===== src/rtl/cbs_pkg.sv =====
// Package with types, constants and a helper function for the candle breath and shake controller.
package cbs_pkg;

  // Field widths
  localparam int unsigned MIC_W    = 10;
  localparam int unsigned DRAW_W   = 15;
  localparam int unsigned DUTY_W   = 7;
  localparam int unsigned THR_W    = 10;
  localparam int unsigned LOCK_W   = 10;
  localparam int unsigned TICK_W   = 11;
  localparam int unsigned TILT_W   = 3;
  localparam int unsigned WCNT_W   = 8;
  localparam int unsigned SUM_W    = 18;
  localparam int unsigned LIM_W    = 19;
  localparam int unsigned MOD_W    = 6;
  localparam int unsigned STEP_W   = 4;

  // Configuration port
  localparam int unsigned CFG_IDX_W  = 3;
  localparam int unsigned CFG_DATA_W = 11;

  typedef enum logic [CFG_IDX_W-1:0] {
    REG_BLOW_OUT  = 3'd0,
    REG_WEAK      = 3'd1,
    REG_LOCKOUT   = 3'd2,
    REG_TIMEOUT   = 3'd3,
    REG_SHAKES    = 3'd4,
    REG_RED_DUTY  = 3'd5
  } cbs_reg_e;

  // Register reset values
  localparam int unsigned BLOW_OUT_RST = 430;
  localparam int unsigned WEAK_RST     = 100;
  localparam logic [LOCK_W-1:0] LOCKOUT_RST = 10'd350;
  localparam logic [TICK_W-1:0] TIMEOUT_RST = 11'd600;
  localparam logic [TILT_W-1:0] SHAKES_RST  = 3'd3;
  localparam logic [DUTY_W-1:0] RED_RST     = 7'd95;

  // Flicker constants
  localparam logic [MOD_W-1:0]  BASE_MOD     = 6'd20;
  localparam logic [MOD_W-1:0]  ON_LIMIT     = 6'd18;
  localparam logic [DUTY_W-1:0] RED_MAX      = 7'd100;
  localparam logic [DUTY_W-1:0] GREEN_STEADY = 7'd5;
  localparam logic [DUTY_W-1:0] GREEN_EXTRA  = 7'd3;
  localparam logic [STEP_W-1:0] LAST_STEP    = 4'(DRAW_W - 1);

  // Controller states
  typedef enum logic [1:0] {
    ST_IDLE,
    ST_DIVIDE,
    ST_EMIT
  } cbs_state_e;

  // Controller to datapath
  typedef struct packed {
    logic load;    // take the input beat, update tick state, start remainder
    logic step;    // one remainder step
    logic finish;  // write the result register
  } cbs_cmd_t;

  // Datapath to controller
  typedef struct packed {
    logic div_last;
  } cbs_sts_t;

  // Result beat
  typedef struct packed {
    logic [DUTY_W-1:0] red_pct;
    logic [DUTY_W-1:0] green_pct;
    logic              candle_lit;
    logic              extra_flicker_on;
    logic              tilt_accepted;
  } cbs_res_t;

  // x mod 15 for a byte: 16 == 1 (mod 15), so add the nibbles and fold twice
  function automatic logic [3:0] mod15(input logic [7:0] x);
    logic [4:0] s;
    s = {1'b0, x[7:4]} + {1'b0, x[3:0]};
    if (s >= 5'd15) s = s - 5'd15;
    if (s >= 5'd15) s = s - 5'd15;
    return s[3:0];
  endfunction

endpackage


===== src/rtl/cbs_if.sv =====
// Valid/ready channel interfaces for input ticks and result beats.
interface cbs_in_if;
  logic                       valid;
  logic                       ready;
  logic [cbs_pkg::MIC_W-1:0]  mic_sample;
  logic                       tilt_edge;
  logic                       button_press;
  logic [cbs_pkg::DRAW_W-1:0] random_draw;

  modport source (output valid, mic_sample, tilt_edge, button_press, random_draw,
                  input ready);
  modport sink   (input valid, mic_sample, tilt_edge, button_press, random_draw,
                  output ready);
endinterface

interface cbs_out_if;
  logic                       valid;
  logic                       ready;
  logic [cbs_pkg::DUTY_W-1:0] red_pct;
  logic [cbs_pkg::DUTY_W-1:0] green_pct;
  logic                       candle_lit;
  logic                       extra_flicker_on;
  logic                       tilt_accepted;

  modport source (output valid, red_pct, green_pct, candle_lit, extra_flicker_on,
                  tilt_accepted, input ready);
  modport sink   (input valid, red_pct, green_pct, candle_lit, extra_flicker_on,
                  tilt_accepted, output ready);
endinterface


===== src/rtl/cbs_datapath.sv =====
// Datapath: configuration, tick state, bit-serial remainder unit and result register.
module cbs_datapath #(
  parameter int unsigned WINDOW_SAMPLES = 150
) (
  input  logic                           clk_i,
  input  logic                           rst_ni,
  input  logic                           cfg_we_i,
  input  logic [cbs_pkg::CFG_IDX_W-1:0]  cfg_idx_i,
  input  logic [cbs_pkg::CFG_DATA_W-1:0] cfg_data_i,
  input  logic [cbs_pkg::MIC_W-1:0]      mic_sample_i,
  input  logic                           tilt_edge_i,
  input  logic                           button_press_i,
  input  logic [cbs_pkg::DRAW_W-1:0]     random_draw_i,
  input  cbs_pkg::cbs_cmd_t              cmd_i,
  output cbs_pkg::cbs_sts_t              sts_o,
  output cbs_pkg::cbs_res_t              res_o
);

  localparam int unsigned LIM_W  = cbs_pkg::LIM_W;
  localparam int unsigned SUM_W  = cbs_pkg::SUM_W;
  localparam int unsigned WCNT_W = cbs_pkg::WCNT_W;
  localparam int unsigned MOD_W  = cbs_pkg::MOD_W;
  localparam int unsigned DRAW_W = cbs_pkg::DRAW_W;
  localparam int unsigned DUTY_W = cbs_pkg::DUTY_W;

  localparam logic [WCNT_W-1:0] WIN     = WCNT_W'(WINDOW_SAMPLES);
  localparam logic [LIM_W-1:0]  BO_RST  = LIM_W'((cbs_pkg::BLOW_OUT_RST + 1) * WINDOW_SAMPLES);
  localparam logic [LIM_W-1:0]  WB_RST  = LIM_W'((cbs_pkg::WEAK_RST + 1) * WINDOW_SAMPLES);

  // Configuration; average thresholds kept as sum limits: avg > t <=> sum >= (t+1)*N
  logic [LIM_W-1:0]             bo_lim_q, wb_lim_q;
  logic [cbs_pkg::LOCK_W-1:0]   slt_q;
  logic [cbs_pkg::TICK_W-1:0]   sto_q;
  logic [cbs_pkg::TILT_W-1:0]   sn_q;
  logic [DUTY_W-1:0]            red_q;
  logic [cbs_pkg::THR_W:0]      thr_p1;
  logic [LIM_W-1:0]             lim_cfg;
  logic [DUTY_W-1:0]            red_cfg;

  always_comb begin
    thr_p1  = {1'b0, cfg_data_i[cbs_pkg::THR_W-1:0]} + 11'd1;
    lim_cfg = LIM_W'(thr_p1) * LIM_W'(WINDOW_SAMPLES);
    red_cfg = (cfg_data_i[DUTY_W-1:0] > cbs_pkg::RED_MAX) ? cbs_pkg::RED_MAX
                                                          : cfg_data_i[DUTY_W-1:0];
  end

  always_ff @(posedge clk_i or negedge rst_ni) begin
    if (!rst_ni) begin
      bo_lim_q <= BO_RST;
      wb_lim_q <= WB_RST;
      slt_q    <= cbs_pkg::LOCKOUT_RST;
      sto_q    <= cbs_pkg::TIMEOUT_RST;
      sn_q     <= cbs_pkg::SHAKES_RST;
      red_q    <= cbs_pkg::RED_RST;
    end else if (cfg_we_i) begin
      case (cfg_idx_i)
        cbs_pkg::REG_BLOW_OUT: bo_lim_q <= lim_cfg;
        cbs_pkg::REG_WEAK:     wb_lim_q <= lim_cfg;
        cbs_pkg::REG_LOCKOUT:  slt_q    <= cfg_data_i[cbs_pkg::LOCK_W-1:0];
        cbs_pkg::REG_TIMEOUT:  sto_q    <= cfg_data_i[cbs_pkg::TICK_W-1:0];
        cbs_pkg::REG_SHAKES:   sn_q     <= cfg_data_i[cbs_pkg::TILT_W-1:0];
        cbs_pkg::REG_RED_DUTY: red_q    <= red_cfg;
        default: ;
      endcase
    end
  end

  // Tick state
  logic                         lit_q,  lit_d;
  logic [WCNT_W-1:0]            wc_q,   wc_d;
  logic [SUM_W-1:0]             sum_q,  sum_d;
  logic [7:0]                   fl_q,   fl_d;
  logic [cbs_pkg::LOCK_W-1:0]   lo_q,   lo_d;
  logic [cbs_pkg::TILT_W-1:0]   tc_q,   tc_d;
  logic [cbs_pkg::TICK_W-1:0]   tst_q,  tst_d;

  // Work registers for the tick in flight
  logic [MOD_W-1:0]  mod_q,  mod_d;
  logic [DRAW_W-1:0] dvd_q;
  logic [MOD_W-1:0]  rem_q;
  logic [cbs_pkg::STEP_W-1:0] cnt_q;
  logic [DUTY_W-1:0] red_c_q,   red_c_d;
  logic [DUTY_W-1:0] green_c_q, green_c_d;
  logic              acc_q,     acc_d;
  cbs_pkg::cbs_res_t res_q;

  // Tick update, in the order: button, flicker, window, shake, timeout
  logic             lit0, lit1, judged, blow, weak_hit;
  logic [7:0]       fl1;
  logic [WCNT_W-1:0] wc_base;
  logic [SUM_W-1:0] sum_base;
  logic [SUM_W:0]   sum_add;
  logic [cbs_pkg::LOCK_W-1:0] lo1;
  logic [cbs_pkg::TILT_W-1:0] tc1;
  logic [cbs_pkg::TICK_W-1:0] tst1;

  always_comb begin
    lit0      = lit_q | button_press_i;
    fl1       = fl_q;
    mod_d     = cbs_pkg::BASE_MOD;
    red_c_d   = '0;
    green_c_d = '0;
    fl_d      = fl_q;
    wc_d      = wc_q;
    sum_d     = sum_q;
    lit1      = lit0;
    judged    = 1'b0;
    blow      = 1'b0;
    weak_hit  = 1'b0;
    wc_base   = wc_q;
    sum_base  = sum_q;
    sum_add   = '0;

    if (lit0) begin
      // flicker colors and modulus
      if (fl_q != 8'd0) begin
        fl1       = fl_q - 8'd1;
        mod_d     = cbs_pkg::BASE_MOD + MOD_W'(cbs_pkg::mod15(fl1));
        green_c_d = cbs_pkg::GREEN_EXTRA;
      end else begin
        green_c_d = cbs_pkg::GREEN_STEADY;
      end
      red_c_d = red_q;

      // judge a full window, then add this sample
      judged   = (wc_q >= WIN);
      blow     = judged && ({1'b0, sum_q} >= bo_lim_q);
      weak_hit = judged && !blow && ({1'b0, sum_q} >= wb_lim_q);
      fl_d     = weak_hit ? WIN : fl1;
      lit1     = !blow;
      if (judged) begin
        wc_base  = '0;
        sum_base = '0;
      end
      wc_d    = (wc_base != '1) ? wc_base + 1'b1 : wc_base;
      sum_add = {1'b0, sum_base} + (SUM_W+1)'(mic_sample_i);
      sum_d   = sum_add[SUM_W] ? '1 : sum_add[SUM_W-1:0];
    end

    // accepted tilt
    acc_d = tilt_edge_i && (lo_q == '0);
    lo1   = lo_q;
    tc1   = tc_q;
    tst1  = tst_q;
    if (acc_d) begin
      lo1  = slt_q;
      tc1  = (tc_q != '1) ? tc_q + 1'b1 : tc_q;
      tst1 = '0;
    end

    // lockout countdown and toggle at its end
    lo_d  = lo1;
    tc_d  = tc1;
    lit_d = lit1;
    if (lo1 != '0) begin
      lo_d = lo1 - 1'b1;
      if (lo_d == '0 && tc1 >= sn_q) begin
        lit_d = ~lit1;
        tc_d  = '0;
      end
    end

    // timeout
    if (tst1 > sto_q) tc_d = '0;
    tst_d = (tst1 != '1) ? tst1 + 1'b1 : tst1;
  end

  always_ff @(posedge clk_i or negedge rst_ni) begin
    if (!rst_ni) begin
      lit_q <= 1'b1;
      wc_q  <= '0;
      sum_q <= '0;
      fl_q  <= '0;
      lo_q  <= '0;
      tc_q  <= '0;
      tst_q <= '0;
    end else if (cmd_i.load) begin
      lit_q <= lit_d;
      wc_q  <= wc_d;
      sum_q <= sum_d;
      fl_q  <= fl_d;
      lo_q  <= lo_d;
      tc_q  <= tc_d;
      tst_q <= tst_d;
    end
  end

  // Restoring remainder, one dividend bit per step
  logic [MOD_W:0] trial;
  always_comb begin
    trial = {rem_q, dvd_q[DRAW_W-1]};
  end

  always_ff @(posedge clk_i) begin
    if (cmd_i.load) begin
      mod_q     <= mod_d;
      dvd_q     <= random_draw_i;
      rem_q     <= '0;
      cnt_q     <= '0;
      red_c_q   <= red_c_d;
      green_c_q <= green_c_d;
      acc_q     <= acc_d;
    end else if (cmd_i.step) begin
      dvd_q <= {dvd_q[DRAW_W-2:0], 1'b0};
      cnt_q <= cnt_q + 1'b1;
      if (trial >= {1'b0, mod_q}) rem_q <= MOD_W'(trial - {1'b0, mod_q});
      else                        rem_q <= trial[MOD_W-1:0];
    end
  end

  // Result register
  always_ff @(posedge clk_i) begin
    if (cmd_i.finish) begin
      res_q.red_pct          <= (rem_q <= cbs_pkg::ON_LIMIT) ? red_c_q : '0;
      res_q.green_pct        <= (rem_q <= cbs_pkg::ON_LIMIT) ? green_c_q : '0;
      res_q.candle_lit       <= lit_q;
      res_q.extra_flicker_on <= (fl_q != 8'd0);
      res_q.tilt_accepted    <= acc_q;
    end
  end

  assign sts_o.div_last = (cnt_q == cbs_pkg::LAST_STEP);
  assign res_o          = res_q;

  // Checks
  a_rem_below_mod: assert property (@(posedge clk_i) disable iff (!rst_ni)
    cmd_i.step |=> (rem_q < mod_q))
    else $error("remainder not below modulus");

  a_window_bound: assert property (@(posedge clk_i) disable iff (!rst_ni)
    (wc_q <= WIN) && (fl_q <= WIN))
    else $error("window or flicker count beyond window size");

endmodule


===== src/rtl/cbs_ctrl.sv =====
// Controller: sequences take, remainder steps and result write for each tick.
module cbs_ctrl (
  input  logic              clk_i,
  input  logic              rst_ni,
  input  logic              in_valid_i,
  output logic              in_ready_o,
  output logic              out_valid_o,
  input  logic              out_ready_i,
  input  cbs_pkg::cbs_sts_t sts_i,
  output cbs_pkg::cbs_cmd_t cmd_o
);

  cbs_pkg::cbs_state_e state_q, state_d;
  logic                out_valid_q, out_valid_d;
  logic                slot_free;

  assign slot_free = !out_valid_q || out_ready_i;

  // Next state
  always_comb begin
    state_d = state_q;
    case (state_q)
      cbs_pkg::ST_IDLE:   if (in_valid_i) state_d = cbs_pkg::ST_DIVIDE;
      cbs_pkg::ST_DIVIDE: if (sts_i.div_last) state_d = cbs_pkg::ST_EMIT;
      cbs_pkg::ST_EMIT:   if (slot_free) state_d = cbs_pkg::ST_IDLE;
      default:            state_d = cbs_pkg::ST_IDLE;
    endcase
  end

  // Outputs
  always_comb begin
    in_ready_o   = 1'b0;
    cmd_o        = '0;
    case (state_q)
      cbs_pkg::ST_IDLE: begin
        in_ready_o = 1'b1;
        cmd_o.load = in_valid_i;
      end
      cbs_pkg::ST_DIVIDE: cmd_o.step = 1'b1;
      cbs_pkg::ST_EMIT:   cmd_o.finish = slot_free;
      default: ;
    endcase
  end

  // Result valid flag
  always_comb begin
    out_valid_d = out_valid_q;
    if (cmd_o.finish)     out_valid_d = 1'b1;
    else if (out_ready_i) out_valid_d = 1'b0;
  end

  always_ff @(posedge clk_i or negedge rst_ni) begin
    if (!rst_ni) begin
      state_q     <= cbs_pkg::ST_IDLE;
      out_valid_q <= 1'b0;
    end else begin
      state_q     <= state_d;
      out_valid_q <= out_valid_d;
    end
  end

  assign out_valid_o = out_valid_q;

  // Checks
  a_div_to_emit: assert property (@(posedge clk_i) disable iff (!rst_ni)
    (state_q == cbs_pkg::ST_DIVIDE && sts_i.div_last) |=> (state_q == cbs_pkg::ST_EMIT))
    else $error("remainder end did not lead to result write");

  a_valid_from_finish: assert property (@(posedge clk_i) disable iff (!rst_ni)
    $rose(out_valid_q) |-> $past(cmd_o.finish))
    else $error("result valid raised without a result write");

endmodule


===== src/rtl/candle_breath_shake_controller.sv =====
// Top level of the candle breath and shake controller.
//
//   channel  | dir | signals
//   ---------+-----+---------------------------------------------------------
//   in_ch    | in  | valid, ready, mic_sample, tilt_edge, button_press, random_draw
//   out_ch   | out | valid, ready, red_pct, green_pct, candle_lit,
//            |     | extra_flicker_on, tilt_accepted
//   cfg      | in  | cfg_we_i, cfg_idx_i, cfg_data_i (write only)
//
// Each tick takes the beat, runs the bit-serial remainder of random_draw by
// the flicker modulus one dividend bit per step, then writes the result.
// Reset restores the configuration registers and tick state at once; no clearing pass.
// A result held by the sink stalls the write of the next result; the next
// input beat is taken while it waits, but none after it until that write.
module candle_breath_shake_controller #(
  parameter int unsigned WINDOW_SAMPLES = 150
) (
  input  logic                           clk_i,
  input  logic                           rst_ni,
  cbs_in_if.sink                         in_ch,
  cbs_out_if.source                      out_ch,
  input  logic                           cfg_we_i,
  input  logic [cbs_pkg::CFG_IDX_W-1:0]  cfg_idx_i,
  input  logic [cbs_pkg::CFG_DATA_W-1:0] cfg_data_i
);

  cbs_pkg::cbs_cmd_t cmd;
  cbs_pkg::cbs_sts_t sts;
  cbs_pkg::cbs_res_t res;

  cbs_ctrl u_ctrl (
    .clk_i       (clk_i),
    .rst_ni      (rst_ni),
    .in_valid_i  (in_ch.valid),
    .in_ready_o  (in_ch.ready),
    .out_valid_o (out_ch.valid),
    .out_ready_i (out_ch.ready),
    .sts_i       (sts),
    .cmd_o       (cmd)
  );

  cbs_datapath #(
    .WINDOW_SAMPLES (WINDOW_SAMPLES)
  ) u_datapath (
    .clk_i          (clk_i),
    .rst_ni         (rst_ni),
    .cfg_we_i       (cfg_we_i),
    .cfg_idx_i      (cfg_idx_i),
    .cfg_data_i     (cfg_data_i),
    .mic_sample_i   (in_ch.mic_sample),
    .tilt_edge_i    (in_ch.tilt_edge),
    .button_press_i (in_ch.button_press),
    .random_draw_i  (in_ch.random_draw),
    .cmd_i          (cmd),
    .sts_o          (sts),
    .res_o          (res)
  );

  // Result beat
  assign out_ch.red_pct          = res.red_pct;
  assign out_ch.green_pct        = res.green_pct;
  assign out_ch.candle_lit       = res.candle_lit;
  assign out_ch.extra_flicker_on = res.extra_flicker_on;
  assign out_ch.tilt_accepted    = res.tilt_accepted;

endmodule

===== src/flat_wrapper.sv =====
// flat-port wrapper written by rule: the top's interface ports become plain ports
module candle_breath_shake_controller_flat 
#(
  parameter int unsigned WINDOW_SAMPLES = 150
)
  (clk_i, rst_ni, cfg_we_i, cfg_idx_i, cfg_data_i, in_ch_valid, in_ch_mic_sample, in_ch_tilt_edge, in_ch_button_press, in_ch_random_draw, in_ch_ready, out_ch_valid, out_ch_red_pct, out_ch_green_pct, out_ch_candle_lit, out_ch_extra_flicker_on, out_ch_tilt_accepted, out_ch_ready);
  cbs_in_if in_ch_i ();
  cbs_out_if out_ch_i ();
  input  logic clk_i;
  input  logic rst_ni;
  input  logic cfg_we_i;
  input  logic [cbs_pkg::CFG_IDX_W-1:0] cfg_idx_i;
  input  logic [cbs_pkg::CFG_DATA_W-1:0] cfg_data_i;
  input wire logic [$bits(in_ch_i.valid)-1:0] in_ch_valid;
  input wire logic [$bits(in_ch_i.mic_sample)-1:0] in_ch_mic_sample;
  input wire logic [$bits(in_ch_i.tilt_edge)-1:0] in_ch_tilt_edge;
  input wire logic [$bits(in_ch_i.button_press)-1:0] in_ch_button_press;
  input wire logic [$bits(in_ch_i.random_draw)-1:0] in_ch_random_draw;
  output wire logic [$bits(in_ch_i.ready)-1:0] in_ch_ready;
  output wire logic [$bits(out_ch_i.valid)-1:0] out_ch_valid;
  output wire logic [$bits(out_ch_i.red_pct)-1:0] out_ch_red_pct;
  output wire logic [$bits(out_ch_i.green_pct)-1:0] out_ch_green_pct;
  output wire logic [$bits(out_ch_i.candle_lit)-1:0] out_ch_candle_lit;
  output wire logic [$bits(out_ch_i.extra_flicker_on)-1:0] out_ch_extra_flicker_on;
  output wire logic [$bits(out_ch_i.tilt_accepted)-1:0] out_ch_tilt_accepted;
  input wire logic [$bits(out_ch_i.ready)-1:0] out_ch_ready;
  assign in_ch_i.valid = in_ch_valid;
  assign in_ch_i.mic_sample = in_ch_mic_sample;
  assign in_ch_i.tilt_edge = in_ch_tilt_edge;
  assign in_ch_i.button_press = in_ch_button_press;
  assign in_ch_i.random_draw = in_ch_random_draw;
  assign in_ch_ready = in_ch_i.ready;
  assign out_ch_valid = out_ch_i.valid;
  assign out_ch_red_pct = out_ch_i.red_pct;
  assign out_ch_green_pct = out_ch_i.green_pct;
  assign out_ch_candle_lit = out_ch_i.candle_lit;
  assign out_ch_extra_flicker_on = out_ch_i.extra_flicker_on;
  assign out_ch_tilt_accepted = out_ch_i.tilt_accepted;
  assign out_ch_i.ready = out_ch_ready;
  candle_breath_shake_controller #(.WINDOW_SAMPLES(WINDOW_SAMPLES)) u_core (.clk_i(clk_i), .rst_ni(rst_ni), .in_ch(in_ch_i), .out_ch(out_ch_i), .cfg_we_i(cfg_we_i), .cfg_idx_i(cfg_idx_i), .cfg_data_i(cfg_data_i));
endmodule

===== config.mk =====
export PLATFORM = sky130hd
export DESIGN_NAME = candle_breath_shake_controller_flat
export DESIGN_NICKNAME = d
export VERILOG_FILES = /design/src/rtl/cbs_pkg.sv /design/src/rtl/cbs_if.sv /design/src/rtl/cbs_datapath.sv /design/src/rtl/cbs_ctrl.sv /design/src/rtl/candle_breath_shake_controller.sv /design/src/flat_wrapper.sv
export SDC_FILE = /design/constraint.sdc
export NUM_CORES = 1
export LEC_CHECK = 0
export ABC_CLOCK_PERIOD_IN_PS = 13430
export BUFFER_PORTS_ARGS = -buffer_cell sky130_fd_sc_hd__clkbuf_2
export CAP_MARGIN = 20
export CORE_ASPECT_RATIO = 0.9
export CORE_MARGIN = 1.5
export CORE_UTILIZATION = 51
export CTS_BUF_LIST = sky130_fd_sc_hd__clkbuf_4 sky130_fd_sc_hd__clkbuf_8
export DETAILED_ROUTE_END_ITERATION = 7
export HOLD_SLACK_MARGIN = 0.12
export PLACE_DENSITY = 0.68
export SYNTH_ARGS = -nofsm -noshare
export SYNTH_HDL_FRONTEND = slang
export SYNTH_SLANG_ARGS = --single-unit

===== constraint.sdc =====
create_clock -name clk_i -period 13.43 [get_ports clk_i]
set_input_delay 0.6715 -clock clk_i [delete_from_list [all_inputs] [get_ports clk_i]]
set_output_delay 0.6715 -clock clk_i [all_outputs]
set_load 0.01 [all_outputs]

# Word-level counts from Yosys, hierarchy flattened
# Cells that the tools add are included.
classes:
  add_sub_neg: 13
  n_mul: 1
  div_mod_pow: 0
  n_lt_le_gt_ge: 10
  n_eq_ne: 14
  n_shift: 0
  mux: 41
  n_bitwise: 2
  n_reduce_logical: 27
op_table:
  columns: ["operator", "n"]
  rows:
  - ["two-way mux 18 bit", 3]
  - ["two-way mux 8 bit", 5]
  - [">= comparator 18 x 19 -> 1 bit", 2]
  - ["two-way mux 15 bit", 2]
  - ["two-way mux 11 bit", 2]
  - ["logical NOT 10 bit", 2]
  - ["two-way mux 10 bit", 2]
  - ["adder 18 x 10 -> 19 bit", 1]
  - ["multiplier 11 x 7 -> 18 bit, second input constant", 1]
  - ["two-way mux 3 bit", 6]
  - ["AND reduction 2 bit", 8]
  - ["two-way mux 5 bit", 3]
  - ["two-way mux 4 bit", 3]
  - ["adder 10 x 1 -> 11 bit, second input constant", 1]
  - ["adder 11 x 1 -> 11 bit, second input constant", 1]
  - ["greater-than comparator 11 bit", 1]
  - ["!= test 11 bit, second input constant", 1]
  - [">= comparator 5 x 4 -> 1 bit, second input constant", 2]
  - ["nonzero test 10 bit", 1]
  - ["subtractor 10 x 1 -> 10 bit, second input constant", 1]
  - ["two-way mux 1 bit", 9]
  - ["adder 8 x 1 -> 8 bit, second input constant", 1]
  - [">= comparator 8 bit, second input constant", 1]
  - ["!= test 8 bit, second input constant", 1]
  - ["35 further kinds", 48]
totals:
  register_bits: 192
  latch_bits: 0
  ram_bits: 0
  rom_bits: 0
  elab_cells: 135
  n_memories: 0

# Logic depth before layout (Yosys ltp)
# Gate-level depths: netlist of the first run.
logic_depth:
  depth_word: 11
  ltp_mapped: 21
  ltp_nobuf: 20

# Hierarchy
# Synthesis of the first run repeated with hierarchy kept, for this count alone.
hier_totals:
  hier_cells: 1267
  area_unflattened_um2: 12199.2
by_module_without_submodules:
  columns: ["mod", "n_inst", "cells_each", "area_each_um2"]
  rows:
  - ["cbs_datapath", 1, 1250, 12031.5]
  - ["cbs_ctrl", 1, 17, 167.7]

# Least setup slack after synthesis of the first run
# Ideal clock, no wire load.
synth_path:
  path_type: "input to register"
  from: "input port cfg_data_i[0] (netlist bit)"
  to: "register u_core.u_datapath.bo_lim_q[16]"
  setup_ps: 130
  t_arrival_ps: 5554
  setup_slack_ps: 7746
  stages: 21
  path_buffers: 1
  path_cell_list: "clkbuf_1 -> inv_1 -> nor3_1 -> nand3_1 -> or2_2 -> xnor2_1 -> ha_1 -> ha_1 -> fa_1 -> inv_1 -> fa_1 -> inv_1 -> ha_1 -> a2111oi_0 -> o211ai_1 -> nand3_1 -> a31oi_1 -> o21ai_0 -> or3b_2 -> o21ai_0 -> o21ai_0"
synth_via:
  elab_chain_len: 2
synth_rtl:
  columns: ["item", "line", "rtl"]
  rows:
  - ["start: declaration", "flat_wrapper.sv:13", "input logic [cbs_pkg::CFG_DATA_W-1:0] cfg_data_i;"]
  - ["adder 10 x 1 -> 11 bit", "cbs_datapath.sv:41", "thr_p1 = {1'b0, cfg_data_i[cbs_pkg::THR_W-1:0]} + 11'd1;"]
  - ["multiplier 11 x 7 -> 18 bit", "cbs_datapath.sv:42", "lim_cfg = LIM_W'(thr_p1) * LIM_W'(WINDOW_SAMPLES);"]
  - ["end signal: assignment", "cbs_datapath.sv:57", "cbs_pkg::REG_BLOW_OUT: bo_lim_q <= lim_cfg;"]
  - ["end: declaration", "cbs_datapath.sv:31", "logic [LIM_W-1:0] bo_lim_q, wb_lim_q;"]
# No other way between the ends.
# A chain may end at the register's enable or synchronous reset.

# Final worst setup path of the first run
# Same ends and word-level chain as after synthesis.

==> impl_metrics.json, run 1 <==
{
  "vdd_drop_max_mv": 0.0883,
  "ant_nets": 0,
  "layout.nets": 1511,
  "tightest_slew_ps": 1010,
  "antenna_found_initial": 0,
  "cp_max_fo": 9,
  "cp-start-kind": "input port",
  "period_share": 0.416,
  "clock-sinks": 184,
  "fill_cells": 2088,
  "synth.largest_area_cell": "dfrtp_1",
  "synth_area_leaders": "dfrtp_1 (19%), ha_1 (13%), edfxtp_1 (11%), dfstp_2 (8.1%), nand2_1 (5.1%)",
  "drc": 0,
  "core_area_sq_mm": 0.0232,
  "pin_count": 65,
  "multi_input_area_sq_mm": 0.00656,
  "cp.required_ps": 13760,
  "cts_tree": "built",
  "maxSlewHeadroom": 0.316,
  "rsz0062_at_grt": "no",
  "ctsResizeCount": 0,
  "grt_max_degree": 67,
  "hold_viol_final": 0,
  "num_antenna_cells": 0,
  "vias": 9025,
  "synth_top_area_frac": 0.192,
  "ys.warnings.count": 0,
  "setup_tns_ps": 0,
  "utilization": 0.560,
  "grt_util_all_layers": 0.217,
  "ys_ff_latch": 184,
  "crit_start": "cfg_data_i[0]",
  "syn_area_sq_mm": 0.0120,
  "synth_flop_cell": "dfrtp_1",
  "r2r_start": "u_core.u_datapath.fl_q[0]",
  "synthArstFlopShare": 0.701,
  "post-route-min-period_ps": 5580,
  "drive_gt1_frac": 0.137,
  "start_util": 0.516,
  "wl_per_cell_microns": 15.3,
  "fin_worst_skew_ps": 24.4,
  "ctsHtreeMaxLevel": 4,
  "grt_pass1_vias": 8645,
  "cts_made_buffers": 17,
  "syn_avg_cell_area_sq_um": 9.47,
  "power_density_mw_per_mm2": 172,
  "drt_pass1_iterations": 5,
  "rows": 53,
  "drt_iter0_drc": 511,
  "cts-root-buf": "clkbuf_8",
  "fmax_mhz": 179,
  "arrival_ps": 5910,
  "hold_class": "in2async",
  "cap_violations": 0,
  "synth_cell_type_count": 72,
  "wl_mm": 25.0,
  "synth_enable_flop_cells": 45,
  "grt_overflow_total": 0,
  "syn_to_final_growth_pct": 8.44,
  "placed_cells": 1602,
  "final_cells": 1635,
  "cts_setup_buffers": 0,
  "grt_pass1_wl_mm": 42.4,
  "leakage_nw": 5.99,
  "ff_latch_area_sq_mm": 0.00483,
  "cts_buffer_depth": 2,
  "synthCells": 1266,
  "place.gp.congestion": 0.870,
  "worst_hold_slack_ps": 283,
  "total_power_mw": 2.24,
  "ctsHoldBuffers": 0,
  "dp_hpwl_mm": 18.9,
  "die_y_microns": 148,
  "die_x_microns": 165,
  "cp-end-kind": "flop",
  "clock_latency_ps": 480,
  "io_buffers": 60,
  "outcome": "finished, final reports clean",
  "crit_type": "in2reg",
  "setup_viol": 0,
  "clk_pin_slew_ps": 100,
  "viasPerCell": 5.52,
  "die_area_sq_mm": 0.0244,
  "drv_slew": 0,
  "yosysSeqAreaShare": 0.403
}
critical path, stage by stage:
cell       delay, ps
clkbuf_2         200
inv_1            150
nor3_1           210
nand3_1          140
or2_2            330
xnor2_1          310
ha_1             300
ha_1             320
fa_1             530
inv_1             50
fa_1             520
inv_1             40
ha_1             330
a2111oi_0        390
o211ai_1         210
nand3_1          190
a31oi_1          160
o21ai_0          170
or3b_2           440
o21ai_0          120
o21ai_0          120
where the power goes:
| group | leakage (nW) | switching, mW | internal, mW | total [mW] |
|---|---|---|---|---|
| Sequential | 2.07 | 0.134 | 0.772 | 0.906 |
| Clock | 0.187 | 0.222 | 0.141 | 0.363 |
| Combinational | 3.74 | 0.545 | 0.424 | 0.968 |
| Total | 5.99 | 0.900 | 1.34 | 2.24 |
through the flow:
step,worst slack (ps),cell area (sq um)
after floorplan,7750,12000
after global placement,7470,12600
after detailed placement,7360,12600
after CTS,7860,13000
after global routing,7400,13000
final,7850,13000
flip-flops by register name, summed over array words and instances, names as in the netlist, 8 cells and up:
name / cells
u_core.u_datapath.sto_q: 11
u_core.u_datapath.dvd_q: 15
u_core.u_datapath.wb_lim_q: 18
u_core.u_datapath.fl_q: 8
u_core.u_datapath.lo_q: 10
u_core.u_datapath.bo_lim_q: 18
u_core.u_datapath.res_o: 13
u_core.u_datapath.tst_q: 11
u_core.u_datapath.slt_q: 10
u_core.u_datapath.sum_q: 18
u_core.u_datapath.wc_q: 8
routing by layer:
layer,track usage,share of wire
met5,0,0
met4,0.0482,0.013
met3,0.0382,0.043
met2,0.322,0.43
met1,0.329,0.51
final cells by class:
| class | instances | area share |
|---|---|---|
| Clock buffer | 18 | 0.0191 |
| Clock inverter | 14 | 0.0104 |
| Inverter | 120 | 0.0351 |
| Multi-Input combinational cell | 928 | 0.505 |
| Sequential cell | 184 | 0.371 |
| Tap cell | 302 | 0.0291 |
| Timing Repair Buffer | 69 | 0.0300 |
worst paths after layout:
| check | endpoint | slack (ps) | depth (start not counted) |
|---|---|---|---|
| hold / removal | u_core.u_datapath.wb_lim_q[4] | 280 | 1 |
| setup reg to reg | u_core.u_datapath.mod_q[3] | 8630 | 16 |
| setup / recovery | u_core.u_datapath.bo_lim_q[16] | 7850 | 21 |
| min in group clk_i | u_core.u_datapath.res_o[0] | 430 | 0 |
| hold reg to reg | u_core.u_datapath.res_o[0] | 430 | 0 |
| max in group asynchronous | u_core.u_datapath.sum_q[16] | 11780 | 2 |
placed cells by master, fill, tap and decap left out, types with 12 or more instances in the layout:
cell type / netlist / final
dfrtp_1: 92 / 92
xnor2_1: 27 / 27
dfstp_2: 37 / 37
and3_1: 18 / 18
a31oi_1: 15 / 15
clkbuf_8: 0 / 18
xor2_1: 24 / 24
nor2b_1: 22 / 22
mux2_2: 28 / 28
nor2_1: 69 / 68
o21ai_0: 101 / 101
a21oi_1: 60 / 60
edfxtp_1: 45 / 45
fa_1: 16 / 16
o31ai_1: 12 / 12
a21o_1: 15 / 15
ha_1: 129 / 129
o22a_1: 12 / 12
nand3_1: 31 / 31
nand2_1: 162 / 162
inv_1: 118 / 118
and2_1: 33 / 33
nor3_1: 25 / 25
clkbuf_2: 0 / 59
synthesized netlist by cell type, types with 8 or more instances:
master    number
o22a_1        12
a21oi_1       60
nand2b_1      11
nor2_1        69
a21o_1        15
dfstp_2       37
o31ai_1       12
edfxtp_1      45
nand4_1        8
dfxtp_1       10
mux2_2        28
and3_1        18
inv_1        118
ha_1         129
o21ai_0      101
nor4_1         8
mux2i_1        8
a31oi_1       15
xor2_1        24
nor3_1        25
nand3_1       31
clkbuf_1      32
fa_1          16
xnor2_1       27
nand2_1      162
nor2b_1       22
dfrtp_1       92
and2_1        33
kinds of logic after synthesis:
logic type | share of synthesized area
compound gates | 0.147
buf+inv | 0.0509
mux | 0.0330
fa+ha+maj | 0.161
other cells | 0.000313
xor+xnor | 0.0373
flops | 0.403
simple gates | 0.168
(Power assumes the default switching activity.)
==> inputs of run 2 (changes only) <==
Settings changed: ABC_AREA from default to 1, ABC_CLOCK_PERIOD_IN_PS 13430 to 5100, PLACE_DENSITY 0.68 to 0.71.
Clock period 13.43 ns to 5.1 ns, I/O delays scaled along.
==> run 2 against run 1 <==
- sequential share of layout area fell by 2.0 points
- core utilization rose by 1.0 points
- largest cell class unchanged
- wire length grew 6.7%
==> impl_metrics.json, run 2 <==
{
  "outcome": "finished, final reports clean",
  "post_dp_cell_area_sq_mm": 0.0131,
  "drv_slew": 0,
  "cp-start-kind": "input port",
  "r2r_start": "u_core.u_datapath.fl_q[0]",
  "synth_xor_area_frac": 0.0406,
  "syn_avg_cell_area_sq_um": 8.18,
  "ctsHtreeMaxLevel": 4,
  "p_int_mw": 4.64,
  "fmax_mhz": 208,
  "pwr-share-clk": 0.109,
  "die_x_microns": 168,
  "crit_type": "in2reg",
  "reg2reg_slack_ps": 1020,
  "seq_power_share": 0.284,
  "cts_tree": "built",
  "maxSlewHeadroom": 0.380,
  "cp-end-kind": "flop",
  "grt_overflow_total": 0,
  "synth_cell_type_count": 62,
  "start_util": 0.517,
  "synth_area_leaders": "dfrtp_1 (18%), ha_1 (13%), edfxtp_1 (11%), nand2_1 (9.2%), dfstp_2 (7.8%)",
  "ys_ff_latch": 184,
  "ff2ff_path_depth": 24,
  "yosysSeqAreaShare": 0.387,
  "clock_latency_ps": 490,
  "layout_commonest_cell": "nand2_1",
  "hold_viol_final": 0,
  "rsz0062_at_grt": "no",
  "crit_path_cell_trace": "dlygate4sd3_1, clkbuf_2, ha_1, nand3_1, nor2_1, nand2_1, nor3_1, or2_2, nand2_1, inv_1, ha_1, ha_1, fa_1, inv_1, fa_1, inv_1, ha_1, a21oi_1, o21ai_1, a31oi_1, o21ai_0, xor2_1, o21ai_0",
  "setup_viol": 0,
  "cts_made_buffers": 17,
  "grt_pass1_wl_mm": 45.5,
  "rows": 54,
  "synth_commonest_cells": "nand2_1 (305), inv_1 (259), nor2_1 (131)",
  "p_comb_frac": 0.607,
  "cts-root-buf": "clkbuf_8",
  "wl_per_cell_microns": 13.8,
  "synthArstFlopShare": 0.701,
  "hold_end": "u_core.u_datapath.sn_q[1]",
  "hold_class": "in2reg",
  "leakage_nw": 6.87,
  "stdcell_area_sq_mm": 0.0138,
  "drc": 0,
  "drt_pass1_iterations": 7,
  "dp_hpwl_mm": 20.6,
  "cp.required_ps": 5440,
  "fin_worst_skew_ps": 20.0,
  "cp_common_cell": "ha_1",
  "grt_max_degree": 54,
  "synth-compound-area-share": 0.110,
  "layout.nets": 1802,
  "place.gp.congestion": 0.903,
  "fill_cells": 2175,
  "die_y_microns": 151,
  "syn_to_final_growth_pct": 10.2,
  "io_buffers": 60,
  "cap_violations": 0,
  "synthCells": 1526,
  "core_area_sq_mm": 0.0241,
  "synth.largest_area_cell": "dfrtp_1",
  "tightest_slew_ps": 920,
  "syn_area_sq_mm": 0.0125,
  "clock-sinks": 184,
  "timing.rr.end": "u_core.u_datapath.mod_q[3]",
  "setup_tns_ps": 0,
  "cp_max_fo": 5,
  "post-route-min-period_ps": 4810,
  "synthSimpleGateAreaFrac": 0.213,
  "vias": 9843,
  "cts_buffer_depth": 2,
  "synth_flop_cell": "dfrtp_1",
  "viasPerCell": 5.09,
  "die_area_sq_mm": 0.0254,
  "drt_iter0_drc": 674,
  "hp-start": "cfg_we_i",
  "max_stage_delay_ps": 550,
  "ant_nets": 0,
  "synth.most_common_cell": "nand2_1",
  "cts_setup_buffers": 0,
  "grt_util_all_layers": 0.225,
  "reg_top3": "u_core.u_datapath.bo_lim_q (18), u_core.u_datapath.sum_q (18), u_core.u_datapath.wb_lim_q (18)",
  "vdd_drop_max_mv": 0.426,
  "power_density_mw_per_mm2": 647,
  "critPathSlowestCell": "dlygate4sd3_1",
  "wl_mm": 26.7,
  "synthMuxAreaShare": 0.000902,
  "clk_pin_slew_ps": 110,
  "synth_enable_flop_cells": 45,
  "ys.warnings.count": 0,
  "pin_count": 65,
  "drive_gt1_frac": 0.131,
  "arrival_ps": 5150,
  "utilization": 0.570,
  "period_share": 0.944,
  "grt_pass1_vias": 9604,
  "p_switching_mw": 4.26,
  "antenna_found_initial": 1,
  "synth_adder_area_share": 0.155,
  "min_delay_path_depth": 3,
  "layout_common_cells": "nand2_1 (305), inv_1 (259), nor2_1 (131), ha_1 (129), o21ai_0 (117)",
  "synth_top_family_by_area": "simple AND/OR/NAND/NOR gates",
  "p_sw_frac": 0.479,
  "synth_top_area_frac": 0.184
}
## run 2: cell count changes after synthesis, moves of 14 or more
cell | previous run | this run
and3_1 | 18 | 0
inv_1 | 118 | 259
and2_1 | 33 | 1
a21o_1 | 15 | 1
nand2_1 | 162 | 305
nor2_2 | 0 | 15
nor2_1 | 69 | 131
nand2_2 | 0 | 17
mux2_2 | 28 | 1
o21ai_0 | 101 | 118
nor2b_1 | 22 | 0
nand3_1 | 31 | 73
## run 2: cell type report
type	count	area (sq um)	share of cell area
Clock inverter	13	133	0.00965
Inverter	273	1030	0.0752
Multi-Input combinational cell	1042	6500	0.472
Antenna cell	1	2.50	0.000182
Tap cell	308	385	0.0280
Sequential cell	184	4830	0.351
Timing Repair Buffer	93	613	0.0446
Clock buffer	19	262	0.0190
## run 2: power groups by stage
stage / sequential, mW / combinational (mW) / clock, mW
finish: 2.53 / 5.40 / 0.968
global route: 2.58 / 6.30 / 1.05
CTS: 2.53 / 5.42 / 0.993
detailed placement: 2.55 / 5.38 / 0
global placement: 2.54 / 5.18 / 0
floorplan: 2.44 / 4.35 / 0
## run 2: worst max-delay path by stage
stage                     cells after the start                        endpoint     startpoint
after global routing                         23  u_core.u_datapath.wb_lim_q[15]  cfg_data_i[1]
final                                        23  u_core.u_datapath.wb_lim_q[15]  cfg_data_i[1]
after global placement                       21  u_core.u_datapath.wb_lim_q[15]  cfg_data_i[0]
after floorplan                              21  u_core.u_datapath.wb_lim_q[15]  cfg_data_i[0]
after detailed placement                     21  u_core.u_datapath.wb_lim_q[15]  cfg_data_i[0]
after CTS                                    22  u_core.u_datapath.wb_lim_q[15]  cfg_data_i[1]
## run 2: cells by family (layout without fill, tap and decap cells)
logic type	count (synthesis)	in the layout
and+or+nand+nor	598	598
buffers and inverters	303	398
AOI/OAI and AO/OA	237	237
DFF	184	184
adders and majority gates	145	145
xor gates and xnor gates	57	57
other	1	5
muxes	1	1
## run 2: per-stage QoR
stage                     std cells  hold WS, ps  setup WS (ps)  power [mW]
final                          1933          146            287        8.90
after global routing           1933          135           12.8        9.94
after CTS                      1932          129            206        8.94
after detailed placement       1875          345            246        7.93
after global placement         1875          337            368        7.73
after floorplan                1529        -40.6            886        6.79
## run 2: what timing repair did
item,4_1_cts,5_1_grt
endpoints found under the setup margin,0,2
gates resized for setup,0,2
hold buffers,25,0
hold endpoints to repair,68,0
## run 2: per-layer routing
metal  share of wire  up-vias  global-route usage
li1                -     5080                   -
met1            0.48     4575               0.302
met2            0.46      154               0.378
met3           0.035       34              0.0348
met4           0.018        0              0.0698
met5               0        -                   0
## run 2: worst max-delay path: cells and delay by family
family                   cells  cell delay (ps)
AND/OR/NAND/NOR              6              800
buffers and inverters        5              920
AO/OA/AOI/OAI                5              810
XOR/XNOR                     1              190
adder cells (fa/ha/maj)      6             2180
